===== src/rtl/mafilt_pkg.sv =====
// Shared constants and types for the moving-average filter.
// No dependencies; every other rtl file refers to it by scoped names.
package mafilt_pkg;

   localparam int WINDOW_MAX   = 64;
   localparam int WINDOW_RESET = 8;

   localparam int SAMPLE_W = 16;
   localparam int SUM_W    = 22;
   localparam int CNT_W    = 7;
   localparam int PTR_W    = 6;
   localparam int DIV_CNT_W = $clog2(SUM_W);

   localparam int RSP_DATA_W = 24;

   // divider status seen by the sequencer
   typedef struct packed {
      logic busy;
      logic done;
   } div_stat_type;

endpackage


===== src/rtl/mafilt_ring.sv =====
// Sample ring: single write port, single registered read port.
// Depends on mafilt_pkg for widths and depth.
module mafilt_ring (
   input  logic                                clock,
   input  logic                                wr_en,
   input  logic [mafilt_pkg::PTR_W-1:0]        wr_addr,
   input  logic [mafilt_pkg::SAMPLE_W-1:0]     wr_data,
   input  logic                                rd_en,
   input  logic [mafilt_pkg::PTR_W-1:0]        rd_addr,
   output logic [mafilt_pkg::SAMPLE_W-1:0]     rd_data
);

   logic [mafilt_pkg::SAMPLE_W-1:0] mem_ff [mafilt_pkg::WINDOW_MAX];
   logic [mafilt_pkg::SAMPLE_W-1:0] rd_data_ff;

   always_ff @(posedge clock) begin
      if (wr_en) begin
         mem_ff[wr_addr] <= wr_data;
      end
      if (rd_en) begin
         rd_data_ff <= mem_ff[rd_addr];
      end
   end

   assign rd_data = rd_data_ff;

endmodule


===== src/rtl/mafilt_div.sv =====
// Bit-serial restoring divider: one quotient bit per cycle.
// Depends on mafilt_pkg for widths and the status struct.
module mafilt_div (
   input  logic                              clock,
   input  logic                              reset,
   input  logic                              start,
   input  logic [mafilt_pkg::SUM_W-1:0]      dividend,
   input  logic [mafilt_pkg::CNT_W-1:0]      divisor,
   output logic [mafilt_pkg::SUM_W-1:0]      quotient,
   output mafilt_pkg::div_stat_type          stat
);

   // dividend shifts out the top while quotient bits shift in at the bottom
   logic [mafilt_pkg::SUM_W-1:0]     quo_ff, quo_in;
   logic [mafilt_pkg::CNT_W-1:0]     rem_ff, rem_in;
   logic [mafilt_pkg::CNT_W-1:0]     den_ff, den_in;
   logic [mafilt_pkg::DIV_CNT_W-1:0] cnt_ff, cnt_in;
   logic                             busy_ff, busy_in;
   logic                             done_ff, done_in;

   logic [mafilt_pkg::CNT_W:0] trial;
   logic [mafilt_pkg::CNT_W:0] diff;
   logic                       ge;

   always_comb begin
      trial = {rem_ff, quo_ff[mafilt_pkg::SUM_W-1]};
      diff  = trial - {1'b0, den_ff};
      ge    = (trial >= {1'b0, den_ff});

      quo_in  = quo_ff;
      rem_in  = rem_ff;
      den_in  = den_ff;
      cnt_in  = cnt_ff;
      busy_in = busy_ff;
      done_in = 1'b0;

      if (start) begin
         quo_in  = dividend;
         rem_in  = '0;
         den_in  = divisor;
         cnt_in  = mafilt_pkg::DIV_CNT_W'(mafilt_pkg::SUM_W - 1);
         busy_in = 1'b1;
      end else if (busy_ff) begin
         // remainder stays below the divisor, so it fits CNT_W bits
         rem_in = ge ? diff[mafilt_pkg::CNT_W-1:0] : trial[mafilt_pkg::CNT_W-1:0];
         quo_in = {quo_ff[mafilt_pkg::SUM_W-2:0], ge};
         if (cnt_ff == '0) begin
            busy_in = 1'b0;
            done_in = 1'b1;
         end else begin
            cnt_in = cnt_ff - 1'b1;
         end
      end
   end

   always_ff @(posedge clock) begin
      quo_ff <= quo_in;
      rem_ff <= rem_in;
      den_ff <= den_in;
      cnt_ff <= cnt_in;
      if (reset) begin
         busy_ff <= 1'b0;
         done_ff <= 1'b0;
      end else begin
         busy_ff <= busy_in;
         done_ff <= done_in;
      end
   end

   assign quotient  = quo_ff;
   assign stat.busy = busy_ff;
   assign stat.done = done_ff;

endmodule


===== src/rtl/moving_average_filter.sv =====
// Top level of the moving-average filter: sequencer, running sum, output register.
// Depends on mafilt_pkg, mafilt_ring and mafilt_div.
//
//   channel   dir   handshake              payload
//   req_      in    req_tvalid/req_tready  req_tdata[15:0] sample
//   rsp_      out   rsp_tvalid/rsp_tready  rsp_tdata[15:0] average, [16] window_full
//   csr_      in    csr_valid/csr_ready    csr_data[6:0] window_length
//
// A request steps through the sequencer in order: the ring is read at accept, the
// sum is updated and the bit-serial divider started, the sequencer waits for the
// divider to finish, then the output register is loaded before the next accept.
// Reset is synchronous, active high; window length returns to 8, history clears.
// A waiting result does not block a new request; only the final load stalls
// until the output register is free.
module moving_average_filter (
   input  logic                                 clock,
   input  logic                                 reset,
   // request: [15:0] sample
   input  logic                                 req_tvalid,
   output logic                                 req_tready,
   input  logic [mafilt_pkg::SAMPLE_W-1:0]      req_tdata,
   // response: [15:0] average, [16] window_full, [23:17] zero
   output logic                                 rsp_tvalid,
   input  logic                                 rsp_tready,
   output logic [mafilt_pkg::RSP_DATA_W-1:0]    rsp_tdata,
   // window length register
   input  logic                                 csr_valid,
   output logic                                 csr_ready,
   input  logic [mafilt_pkg::CNT_W-1:0]         csr_data
);

   typedef enum logic [1:0] {
      ST_IDLE,
      ST_SUM,
      ST_DIV,
      ST_FIN
   } state_type;

   state_type state_ff, state_in;

   logic [mafilt_pkg::CNT_W-1:0]    wlen_ff, wlen_in;
   logic [mafilt_pkg::PTR_W-1:0]    ptr_ff, ptr_in;
   logic [mafilt_pkg::CNT_W-1:0]    cnt_ff, cnt_in;
   logic signed [mafilt_pkg::SUM_W-1:0] sum_ff, sum_in;
   logic [mafilt_pkg::SAMPLE_W-1:0] x_ff, x_in;
   logic                            neg_ff, neg_in;
   logic                            full_ff, full_in;
   logic                            rsp_valid_ff, rsp_valid_in;
   logic [mafilt_pkg::RSP_DATA_W-1:0] rsp_data_ff, rsp_data_in;

   logic req_accept;
   logic csr_write;

   // ring and divider hookup
   logic [mafilt_pkg::SAMPLE_W-1:0] ring_rd_data;
   logic                            ring_wr_en;
   logic                            div_start;
   logic [mafilt_pkg::SUM_W-1:0]    div_dividend;
   logic [mafilt_pkg::SUM_W-1:0]    div_quotient;
   mafilt_pkg::div_stat_type        div_stat;

   // sum update terms
   logic signed [mafilt_pkg::SUM_W-1:0] x_ext;
   logic signed [mafilt_pkg::SUM_W-1:0] old_ext;
   logic signed [mafilt_pkg::SUM_W-1:0] sum_new;
   logic [mafilt_pkg::CNT_W-1:0]    ptr_inc;
   logic [mafilt_pkg::CNT_W-1:0]    cnt_new;
   logic [mafilt_pkg::SAMPLE_W-1:0] avg;
   logic                            rsp_load;

   assign req_tready = (state_ff == ST_IDLE);
   assign req_accept = req_tvalid && req_tready;
   assign csr_ready  = 1'b1;
   assign csr_write  = csr_valid;

   assign ring_wr_en = (state_ff == ST_SUM);

   mafilt_ring u_ring (
      .clock   (clock),
      .wr_en   (ring_wr_en),
      .wr_addr (ptr_ff),
      .wr_data (x_ff),
      .rd_en   (req_accept),
      .rd_addr (ptr_ff),
      .rd_data (ring_rd_data)
   );

   mafilt_div u_div (
      .clock    (clock),
      .reset    (reset),
      .start    (div_start),
      .dividend (div_dividend),
      .divisor  (cnt_new),
      .quotient (div_quotient),
      .stat     (div_stat)
   );

   always_comb begin
      x_ext   = {{(mafilt_pkg::SUM_W - mafilt_pkg::SAMPLE_W){x_ff[mafilt_pkg::SAMPLE_W-1]}},
                 x_ff};
      // the oldest sample leaves only once the window is full
      old_ext = (cnt_ff >= wlen_ff) ?
                {{(mafilt_pkg::SUM_W - mafilt_pkg::SAMPLE_W){ring_rd_data[mafilt_pkg::SAMPLE_W-1]}},
                 ring_rd_data} : '0;
      sum_new = sum_ff - old_ext + x_ext;
      // magnitude is at most WINDOW_MAX * 2^15, which fits unsigned
      div_dividend = sum_new[mafilt_pkg::SUM_W-1] ? (~sum_new + 1'b1) : sum_new;
      ptr_inc = {1'b0, ptr_ff} + 1'b1;
      cnt_new = (cnt_ff < wlen_ff) ? (cnt_ff + 1'b1) : cnt_ff;
      div_start = (state_ff == ST_SUM);

      avg = neg_ff ? (~div_quotient[mafilt_pkg::SAMPLE_W-1:0] + 1'b1)
                   : div_quotient[mafilt_pkg::SAMPLE_W-1:0];
      rsp_load = (state_ff == ST_FIN) && (!rsp_valid_ff || rsp_tready);

      state_in     = state_ff;
      wlen_in      = wlen_ff;
      ptr_in       = ptr_ff;
      cnt_in       = cnt_ff;
      sum_in       = sum_ff;
      x_in         = x_ff;
      neg_in       = neg_ff;
      full_in      = full_ff;
      rsp_data_in  = rsp_data_ff;
      rsp_valid_in = rsp_valid_ff;

      if (rsp_valid_ff && rsp_tready) begin
         rsp_valid_in = 1'b0;
      end

      unique case (state_ff)
         ST_IDLE: begin
            if (req_accept) begin
               x_in     = req_tdata;
               state_in = ST_SUM;
            end
         end
         ST_SUM: begin
            sum_in  = sum_new;
            neg_in  = sum_new[mafilt_pkg::SUM_W-1];
            cnt_in  = cnt_new;
            full_in = (cnt_new >= wlen_ff);
            ptr_in  = (ptr_inc >= wlen_ff) ? '0 : ptr_inc[mafilt_pkg::PTR_W-1:0];
            state_in = ST_DIV;
         end
         ST_DIV: begin
            if (div_stat.done) begin
               state_in = ST_FIN;
            end
         end
         ST_FIN: begin
            if (rsp_load) begin
               rsp_data_in  = {{(mafilt_pkg::RSP_DATA_W - mafilt_pkg::SAMPLE_W - 1){1'b0}},
                               full_ff, avg};
               rsp_valid_in = 1'b1;
               state_in     = ST_IDLE;
            end
         end
         default: state_in = ST_IDLE;
      endcase

      // register write clears history; zero means one, oversize clamps
      if (csr_write) begin
         if (csr_data == '0) begin
            wlen_in = mafilt_pkg::CNT_W'(1);
         end else if (csr_data > mafilt_pkg::CNT_W'(mafilt_pkg::WINDOW_MAX)) begin
            wlen_in = mafilt_pkg::CNT_W'(mafilt_pkg::WINDOW_MAX);
         end else begin
            wlen_in = csr_data;
         end
         ptr_in = '0;
         cnt_in = '0;
         sum_in = '0;
      end
   end

   always_ff @(posedge clock) begin
      x_ff        <= x_in;
      neg_ff      <= neg_in;
      full_ff     <= full_in;
      rsp_data_ff <= rsp_data_in;
      if (reset) begin
         state_ff     <= ST_IDLE;
         wlen_ff      <= mafilt_pkg::CNT_W'(mafilt_pkg::WINDOW_RESET);
         ptr_ff       <= '0;
         cnt_ff       <= '0;
         sum_ff       <= '0;
         rsp_valid_ff <= 1'b0;
      end else begin
         state_ff     <= state_in;
         wlen_ff      <= wlen_in;
         ptr_ff       <= ptr_in;
         cnt_ff       <= cnt_in;
         sum_ff       <= sum_in;
         rsp_valid_ff <= rsp_valid_in;
      end
   end

   assign rsp_tvalid = rsp_valid_ff;
   assign rsp_tdata  = rsp_data_ff;

endmodule


===== config.mk =====
export PLATFORM = sky130hd
export DESIGN_NAME = moving_average_filter
export DESIGN_NICKNAME = d
export VERILOG_FILES = /design/src/rtl/mafilt_pkg.sv /design/src/rtl/mafilt_ring.sv /design/src/rtl/mafilt_div.sv /design/src/rtl/moving_average_filter.sv
export SDC_FILE = /design/constraint.sdc
export NUM_CORES = 1
export LEC_CHECK = 0
export ABC_AREA = 1
export BUFFER_PORTS_ARGS = -buffer_cell sky130_fd_sc_hd__buf_4
export CORE_ASPECT_RATIO = 1.1
export CORE_MARGIN = 2
export CORE_UTILIZATION = 44
export CTS_CLUSTER_DIAMETER = 100
export DETAILED_ROUTE_END_ITERATION = 8
export PLACE_DENSITY_LB_ADDON = 0.1
export REMOVE_ABC_BUFFERS = 1
export SLEW_MARGIN = 20
export SYNTH_ARGS = -nofsm -noshare
export SYNTH_HDL_FRONTEND = slang
export SYNTH_SLANG_ARGS = --single-unit

===== constraint.sdc =====
create_clock -name clock -period 4.1 [get_ports clock]
set_input_delay 0.41 -clock clock [delete_from_list [all_inputs] [get_ports clock]]
set_output_delay 0.41 -clock clock [all_outputs]
set_load 0.05 [all_outputs]

==> reports/results.md, run 1 <==
| Item | Reported |
|:---|:---|
| Post-detailed-routing wire length | 139000 um |
| Type of destination of the critical path | flop |
| 1st-pass router iterations | 5 |
| Final Total Pwr | 33500 uW |
| Combinational group share of total power | 25.8% |
| Worst skew pair latency | 0.71 ns |
| Critical R2R Launch | wlen_ff[2] |
| Fraction of power spent switching nets | 31.5% |
| Clock-pin slew reported for the worst setup and hold paths after clock tree synthesis | 0.06 ns |
| Origin of the worst min-delay path | csr_data[4] |
| Reported max-cap violation count | 0 |
| Die Y-Extent | 348 um |
| Terminus of the critical flop-to-flop path | u_div.quotient[20] |
| Unrepaired setup endpoints after global routing | true |
| Number of antenna violations at the first check in global routing | 1 |
| Number of enable flip-flop cells after synthesis | 1104 |
| Cell taking the most area after synthesis | sky130_fd_sc_hd__edfxtp_1 |
| Pint | 23000 uW |
| Sequential cell area fraction in the yosys report | 72.6% |
| Total power density per cell area | 609 mW/mm^2 |
| Fmax achieved | 259 MHz |
| Row cnt | 126 |
| Port Buffers | 46 |
| Drt via density | 5.47 |
| Syn Area/Cell | 12.8 um^2 |
| Worst hold endpoint | wlen_ff[4] |
| Sum of net half-perimeters after detailed placement | 84900 um |
| Fraction of registers with async set/reset | 0% |
| 1st-iter DRT viols | 2854 |
| Area fraction of the dominant cell type after synthesis | 70.1% |
| Ant. Diodes | 0 |
| Routed wire length per instance | 25.4 um |
| R2R Setup Slk | 0.24 ns |
| HP Class | input pin to flop |
| Area growth from synthesis to layout | 16.5% |
| Tcrit/Tclk final | 94.2% |
| Tmin final | 3.86 ns |
| Io pins | 55 |
| Post-synth design cell area | 0.0473 mm^2 |
| Number of cells traversed by the worst register-to-register path | 24 |
| Clock Root Buffer | sky130_fd_sc_hd__clkbuf_16 |
| Status | complete, no violations |
| Max-slew violation count | 0 |
| Hold depth | 3 |
| Maximum number of pins on one net before global-route repair | 66 |
| Num CTS Buffers | 117 |
| Clock tree from TritonCTS | done |
| Worst Path Required | 4.56 ns |
| Die extent in x | 317 um |
| Final Hold Violating Endpoints | 0 |
| Total congestion overflow | 0 |
| Portion of total power attributed to sequential cells | 42.6% |
| IR Drop Worst-Case VDD | 349 uV |
| Starting Density | 44.2% |
| RD Place Congestion | 0.873 |
| Total via count in the routed design | 29900 |
| H-tree depth | 3 |
| Transition time at the pin with the least slew margin | 1.10 ns |
| Synth top cells by count | sky130_fd_sc_hd__edfxtp_1 (1104), sky130_fd_sc_hd__nand2_1 (932), sky130_fd_sc_hd__inv_1 (341), sky130_fd_sc_hd__nor2_1 (167), sky130_fd_sc_hd__nand4_1 (136) |
| Fin Clk Skew | 0.0294 ns |
| Placeable core area | 0.107 mm^2 |
| GRT Resource Usage Total | 25.2% |
| DRC violations left | 0 |
| Worst-path maximum fanout | 17 |
| Via count of the first global-routing pass | 29000 |
| Number of library cell types mapped by synthesis | 56 |
| Most used flip-flop cell after synthesis | sky130_fd_sc_hd__edfxtp_1 |
| Final core utilization | 51.5% |
| Worst setup path category | flop to flop |
| Synth Register Bits | 1163 |
| Yosys warning count | 0 |
| Total negative slack | 0 ns |
| Die footprint | 0.110 mm^2 |
| Layout cells sized above 1 | 14.6% |
| Routed Antenna Nets | 0 |
| Most common cell in the synthesized netlist | sky130_fd_sc_hd__edfxtp_1 |
| Startpoint type of the worst setup path | flop |
| Clock network fraction of total power | 31.5% |
| Worst slew margin relative to its limit | 26.1% |
| Syn Inst Count | 3684 |
| First-pass GRT wire length | 200000 um |
| Clock sink count | 1163 |
| Switching power of the nets | 10600 uW |
| Longest Clk Path Bufs | 3 |
| Setup violators final | 0 |
| Data arrival at the endpoint of the critical path | 4.32 ns |
| Synth area leaders | sky130_fd_sc_hd__edfxtp_1 (70%), sky130_fd_sc_hd__nand2_1 (7.4%), sky130_fd_sc_hd__inv_1 (2.7%), sky130_fd_sc_hd__dfxtp_1 (2.5%), sky130_fd_sc_hd__a22oi_1 (2.1%) |
| Cell leakage power | 0.0199 uW |
| Net total in the final layout | 4067 |
==> metal layers <==
metal	wire length, um	global-route usage [%]	vias to the layer above
li1	-	-	13800
met1	58700	34.1	15000
met2	67900	42.0	954
met3	8150	3.43	191
met4	4020	7.97	2
met5	13	0	-
==> per-stage QoR <==
| stage | setup slack [ns] | hold WS [ns] | area, um^2 | cells |
|---|---|---|---|---|
| floorplan | -2.50 | 0.400 | 46600 | 3541 |
| global placement | -0.0210 | 0.439 | 50600 | 5215 |
| detailed placement | -0.0655 | 0.447 | 50600 | 5216 |
| CTS | 0.00236 | 0.00210 | 54700 | 5457 |
| global route | -0.0358 | 0.0579 | 55100 | 5464 |
| finish | 0.238 | 0.0275 | 55100 | 5464 |
==> state kept, by name (all words and copies together) (netlist names), 16 cells and up <==
signal          flops
rsp_tdata          17
sum_ff             22
u_div.quotient     22
u_ring.mem_ff    1024
u_ring.rd_data     16
x_ff               16
==> layout by cell type, fill, tap and decap left out, types with 10 or more instances in the layout <==
master                          instances
sky130_fd_sc_hd__clkbuf_1              25
sky130_fd_sc_hd__a21oi_1               92
sky130_fd_sc_hd__nand2_2               30
sky130_fd_sc_hd__bufinv_16             11
sky130_fd_sc_hd__clkbuf_16            121
sky130_fd_sc_hd__dlygate4sd3_1         24
sky130_fd_sc_hd__nor3_1                11
sky130_fd_sc_hd__xor2_1                26
sky130_fd_sc_hd__nor2_2                37
sky130_fd_sc_hd__nand2_1              910
sky130_fd_sc_hd__clkinv_2              24
sky130_fd_sc_hd__buf_4                258
sky130_fd_sc_hd__edfxtp_1            1104
sky130_fd_sc_hd__nor3_2                10
sky130_fd_sc_hd__inv_1                333
sky130_fd_sc_hd__buf_12                14
sky130_fd_sc_hd__nor2_4                12
sky130_fd_sc_hd__a22oi_1              131
sky130_fd_sc_hd__dfxtp_1               57
sky130_fd_sc_hd__o21ai_0               91
sky130_fd_sc_hd__inv_2                 12
sky130_fd_sc_hd__o211ai_1              18
sky130_fd_sc_hd__fa_1                  21
sky130_fd_sc_hd__a221oi_1              90
sky130_fd_sc_hd__nand3_1               79
sky130_fd_sc_hd__clkinv_1              30
sky130_fd_sc_hd__a22o_1                26
sky130_fd_sc_hd__nor2_1               125
sky130_fd_sc_hd__ha_4                  11
sky130_fd_sc_hd__nand4_1              136
sky130_fd_sc_hd__ha_1                  45
==> worst max-delay path: stages, from the launching register on <==
cell and delay, ns:
sky130_fd_sc_hd__dfxtp_2 0.32, sky130_fd_sc_hd__inv_2 0.05, sky130_fd_sc_hd__ha_4 0.23, sky130_fd_sc_hd__a21oi_1 0.12
sky130_fd_sc_hd__o21ai_0 0.09, sky130_fd_sc_hd__nand2_1 0.10, sky130_fd_sc_hd__nand3_2 0.11, sky130_fd_sc_hd__buf_12 0.16
sky130_fd_sc_hd__nand2_1 0.10, sky130_fd_sc_hd__inv_2 0.09, sky130_fd_sc_hd__fa_1 0.49, sky130_fd_sc_hd__inv_1 0.04
sky130_fd_sc_hd__ha_1 0.36, sky130_fd_sc_hd__nand2_1 0.14, sky130_fd_sc_hd__nor2_1 0.20, sky130_fd_sc_hd__and2_1 0.17
sky130_fd_sc_hd__nand3b_1 0.14, sky130_fd_sc_hd__nand4_1 0.13, sky130_fd_sc_hd__nand2_1 0.14, sky130_fd_sc_hd__nor2_1 0.12
sky130_fd_sc_hd__nand2_1 0.06, sky130_fd_sc_hd__nand2_1 0.07, sky130_fd_sc_hd__nand3_1 0.07, sky130_fd_sc_hd__nand2_1 0.06
sky130_fd_sc_hd__nand3_1 0.06
==> cells by family after synthesis <==
group / synth area share (%)
simple gates: 12.4
compound gates: 7.56
flops: 72.6
xor+xnor: 0.556
other cells: 0.0159
buf+inv: 4.35
fa+ha+maj: 2.49
==> worst max path at each step <==
stage               startpoint              endpoint  slack [ns]  cells past startpoint
CTS                 wlen_ff[2]    u_div.quotient[19]       0.002                     25
detailed placement  wlen_ff[2]    u_div.quotient[21]       -0.07                     27
floorplan            ptr_ff[2]  u_ring.mem_ff[54][0]       -2.50                      4
global route        wlen_ff[6]    u_div.quotient[21]       -0.04                     25
finish              wlen_ff[2]    u_div.quotient[20]        0.24                     24
global placement    wlen_ff[2]    u_div.quotient[21]       -0.02                     27
==> cell type report <==
| cell class | count | area, um^2 |
|---|---|---|
| fillers | 9166 | 51800 |
| well taps | 1408 | 1760 |
| clock inverters | 69 | 616 |
| multi-input cells | 2028 | 11400 |
| clock buffers | 148 | 3150 |
| repair buffers | 296 | 2460 |
| flip-flops and latches | 1163 | 34300 |
| inverters | 352 | 1330 |
==> power by group through the flow <==
stage	clock network (uW)	logic (uW)	registers [uW]
2_1_floorplan	0	4700	14800
3_3_place_gp	0	7800	14600
3_5_place_dp	0	7840	14600
4_1_cts	10700	7900	14300
5_1_grt	11200	9710	14300
6_report	10600	8670	14300
==> what timing repair did <==
item / 4_1_cts / 5_1_grt
pin swaps: 1 / 16
endpoints found under the hold margin: 25 / 0
hold buffers: 24 / 0
endpoints found under the setup margin: 2 / 23
gates resized for setup: 3 / 89
cloned: 0 / 2
buffers inserted: 0 / 5
Power figures use the tool's default switching activity.
==> run 2, diff against run 1 <==
--- a/config.mk
+++ b/config.mk
@@ -6,12 +6,12 @@
 export NUM_CORES = 1
 export LEC_CHECK = 0
 export ABC_AREA = 1
-export BUFFER_PORTS_ARGS = -buffer_cell sky130_fd_sc_hd__buf_4
 export CORE_ASPECT_RATIO = 1.1
 export CORE_MARGIN = 2
 export CORE_UTILIZATION = 44
 export CTS_CLUSTER_DIAMETER = 100
 export DETAILED_ROUTE_END_ITERATION = 8
+export DONT_BUFFER_PORTS = 1
 export PLACE_DENSITY_LB_ADDON = 0.1
 export REMOVE_ABC_BUFFERS = 1
 export SLEW_MARGIN = 20
==> run 2 against run 1 <==
Effect of this change: clock skew fell by 0.0023 ns; core utilization fell by 0.25 points; final area fell by 0.49%; via count fell by 0.15%; critical path type unchanged; largest cell class unchanged.
==> reports/results.md, run 2 (synthesis gave the netlist of run 1 again) <==
| Item | Reported | vs previous |
|:---|:---|:---|
| Footprint of the multi-input gates | 0.0115 mm^2 | was 0.0114 mm^2 |
| Via count of the first global-routing pass | 29200 | was 29000 |
| Die extent in x | 317 um | unchanged |
| Num CTS Buffers | 114 | was 117 |
| Highest-count cells in the layout ignoring fill and taps | sky130_fd_sc_hd__edfxtp_1 (1104), sky130_fd_sc_hd__nand2_1 (895), sky130_fd_sc_hd__inv_1 (328), sky130_fd_sc_hd__buf_4 (196), sky130_fd_sc_hd__nand4_1 (136) | was sky130_fd_sc_hd__edfxtp_1 (1104), sky130_fd_sc_hd__nand2_1 (910), sky130_fd_sc_hd__inv_1 (333), sky130_fd_sc_hd__buf_4 (258), sky130_fd_sc_hd__nand4_1 (136) |
| Area growth from synthesis to layout | 15.9% | was 16.5% |
| Data arrival at the endpoint of the critical path | 4.33 ns | was 4.32 ns |
| Clock tree from TritonCTS | done | unchanged |
| 1st-pass router iterations | 5 | unchanged |
| Cell leakage power | 0.0196 uW | was 0.0199 uW |
| R2R Setup Slk | 0.21 ns | was 0.24 ns |
| Worst Path Required | 4.54 ns | was 4.56 ns |
| Worst hold margin | 0.0807 ns | was 0.0275 ns |
| Die Y-Extent | 348 um | unchanged |
| Tmin final | 3.89 ns | was 3.86 ns |
| Final Hold Violating Endpoints | 0 | unchanged |
| IR Drop Worst-Case VDD | 346 uV | was 349 uV |
| Transition time at the pin with the least slew margin | 1.10 ns | about the same |
| Worst setup path category | flop to flop | unchanged |
| Total power density per cell area | 613 mW/mm^2 | was 609 mW/mm^2 |
| Net total in the final layout | 4013 | was 4067 |
| First-pass GRT wire length | 202000 um | was 200000 um |
| Terminus of the critical flop-to-flop path | u_div.quotient[20] | unchanged |
| Post-placement worst setup slack | 0.0413 ns | was -0.0655 ns |
| Clock sink count | 1163 | unchanged |
| Routed wire length per instance | 25.8 um | was 25.4 um |
| H-tree depth | 3 | unchanged |
| Row cnt | 126 | unchanged |
| Drt via density | 5.52 | was 5.47 |
| Worst skew pair latency | 0.71 ns | about the same |
| Largest reg by FF count | u_ring.mem_ff | unchanged |
| Reported max-cap violation count | 0 | unchanged |
| Number of cells traversed by the worst register-to-register path | 26 | was 24 |
| Origin of the worst min-delay path | req_tvalid | was csr_data[4] |
| Fin Clk Skew | 0.0271 ns | was 0.0294 ns |
| HP Class | input pin to flop | unchanged |
| Routed Antenna Nets | 0 | unchanged |
| Final critical-path setup slack | 0.212 ns | was 0.238 ns |
| Sequential cell area | 0.0343 mm^2 | unchanged |
| Total congestion overflow | 0 | unchanged |
| Number of flip-flops in the largest register | 1024 | unchanged |
| Worst hold endpoint | state_ff[1] | was wlen_ff[4] |
| Clock Root Buffer | sky130_fd_sc_hd__clkbuf_16 | unchanged |
| Maximum number of pins on one net before global-route repair | 69 | was 66 |
| Longest Clk Path Bufs | 3 | unchanged |
| GRT Resource Usage Total | 25.4% | was 25.2% |
| Starting Density | 44.2% | unchanged |
| Status | complete, no violations | unchanged |
| DRC violations left | 0 | unchanged |
| Post-detailed-routing wire length | 140000 um | was 139000 um |
| Total via count in the routed design | 29900 | about the same |
| Total of fill cells in the finished design | 9202 | was 9166 |
| Fmax achieved | 257 MHz | was 259 MHz |
| Critical R2R Launch | wlen_ff[4] | was wlen_ff[2] |
| 1st-iter DRT viols | 2991 | was 2854 |
| Port Buffers | 0 | was 46 |
| Hold depth | 6 | was 3 |
| RD Place Congestion | 0.850 | was 0.873 |
| Placeable core area | 0.107 mm^2 | unchanged |
| Worst slew margin relative to its limit | 26.8% | was 26.1% |
| Tcrit/Tclk final | 94.8% | was 94.2% |
| Number of antenna violations at the first check in global routing | 5 | was 1 |
| Sum of net half-perimeters after detailed placement | 83800 um | was 84900 um |
| Max-slew violation count | 0 | unchanged |
| Type of destination of the critical path | flop | unchanged |
| Layout cells sized above 1 | 13.8% | was 14.6% |
| Setup violators final | 0 | unchanged |
| Die footprint | 0.110 mm^2 | unchanged |
| Final core utilization | 51.3% | was 51.5% |
| Clock-pin slew reported for the worst setup and hold paths after clock tree synthesis | 0.06 ns | about the same |
| Worst-path maximum fanout | 8 | was 17 |
| Startpoint type of the worst setup path | flop | unchanged |
| Leading cell type in the layout, fill and taps excluded | sky130_fd_sc_hd__edfxtp_1 | unchanged |
| Io pins | 55 | unchanged |
==> run 2: worst max-delay path, stage by stage, from the launching register on <==
cell and delay, ns:
sky130_fd_sc_hd__dfxtp_1 0.30, sky130_fd_sc_hd__inv_1 0.10, sky130_fd_sc_hd__ha_4 0.21, sky130_fd_sc_hd__a21oi_1 0.16, sky130_fd_sc_hd__o21a_2 0.21, sky130_fd_sc_hd__nand3_4 0.14
sky130_fd_sc_hd__buf_12 0.18, sky130_fd_sc_hd__nand2_1 0.05, sky130_fd_sc_hd__inv_1 0.05, sky130_fd_sc_hd__fa_1 0.52, sky130_fd_sc_hd__inv_2 0.05, sky130_fd_sc_hd__ha_4 0.29
sky130_fd_sc_hd__nand2_1 0.07, sky130_fd_sc_hd__nand2_2 0.10, sky130_fd_sc_hd__inv_2 0.06, sky130_fd_sc_hd__nand2_4 0.08, sky130_fd_sc_hd__nand2_2 0.08, sky130_fd_sc_hd__nand2_4 0.08
sky130_fd_sc_hd__nand3_2 0.07, sky130_fd_sc_hd__nor2_2 0.14, sky130_fd_sc_hd__nand3_2 0.11, sky130_fd_sc_hd__nor2_4 0.19, sky130_fd_sc_hd__nand2_2 0.09, sky130_fd_sc_hd__nand2_4 0.09
sky130_fd_sc_hd__nand3_1 0.07, sky130_fd_sc_hd__nand2_1 0.06, sky130_fd_sc_hd__nand3_1 0.05
==> run 2: layout make-up <==
type / instances / area share [%]
diodes: 1 / 0.00457
clock buffers: 139 / 5.45
clock inverters: 75 / 1.23
inverters: 352 / 2.43
multi-input cells: 2027 / 21.1
flip-flops and latches: 1163 / 62.6
well taps: 1408 / 3.21
repair buffers: 246 / 3.96
==> run 2: per-layer routing <==
metal / vias to the layer above / wire [um] / share of wire (%) / global-route usage (%)
met5: - / 36 / 0.026 / 0
met4: 6 / 4310 / 3.1 / 8.21
met3: 191 / 8150 / 5.8 / 3.53
met2: 894 / 68300 / 49 / 42.7
met1: 15100 / 58900 / 42 / 34.0
li1: 13700 / - / - / -
==> run 2: report_power, final <==
part	internal [uW]	leakage, uW	switching, uW	total (uW)
combinational	3000	0.00737	5780	8780
clock	5860	0.00178	4550	10400
sequential	14000	0.0104	342	14400
total	22900	0.0196	10700	33600
==> run 2: timing repair <==
action	CTS	global route
gates resized for setup	0	131
setup buffers	0	13
endpoints found under the hold margin	28	0
hold buffers	30	0
setup endpoints to repair	0	27
==> run 2: how the worst max path moves through the flow <==
stage	cells after the start	slack, ns	startpoint	end
finish	26	0.21	wlen_ff[4]	u_div.quotient[20]
global placement	26	0.05	wlen_ff[2]	u_div.quotient[20]
floorplan	4	-2.50	ptr_ff[2]	u_ring.mem_ff[54][0]
CTS	27	0.01	wlen_ff[6]	u_div.quotient[7]
global route	26	-0.06	wlen_ff[6]	u_div.quotient[20]
detailed placement	28	0.04	wlen_ff[2]	u_div.quotient[7]
==> run 2: through the flow <==
step	instances	power, uW	TNS (ns)	area [um^2]
after floorplan	3541	19500	-1067.61	46600
after CTS	5395	32500	0	54200
final	5411	33600	0	54800
after global routing	5410	35200	-0.244	54800
after global placement	5151	22100	0	50200
after detailed placement	5151	22100	0	50200
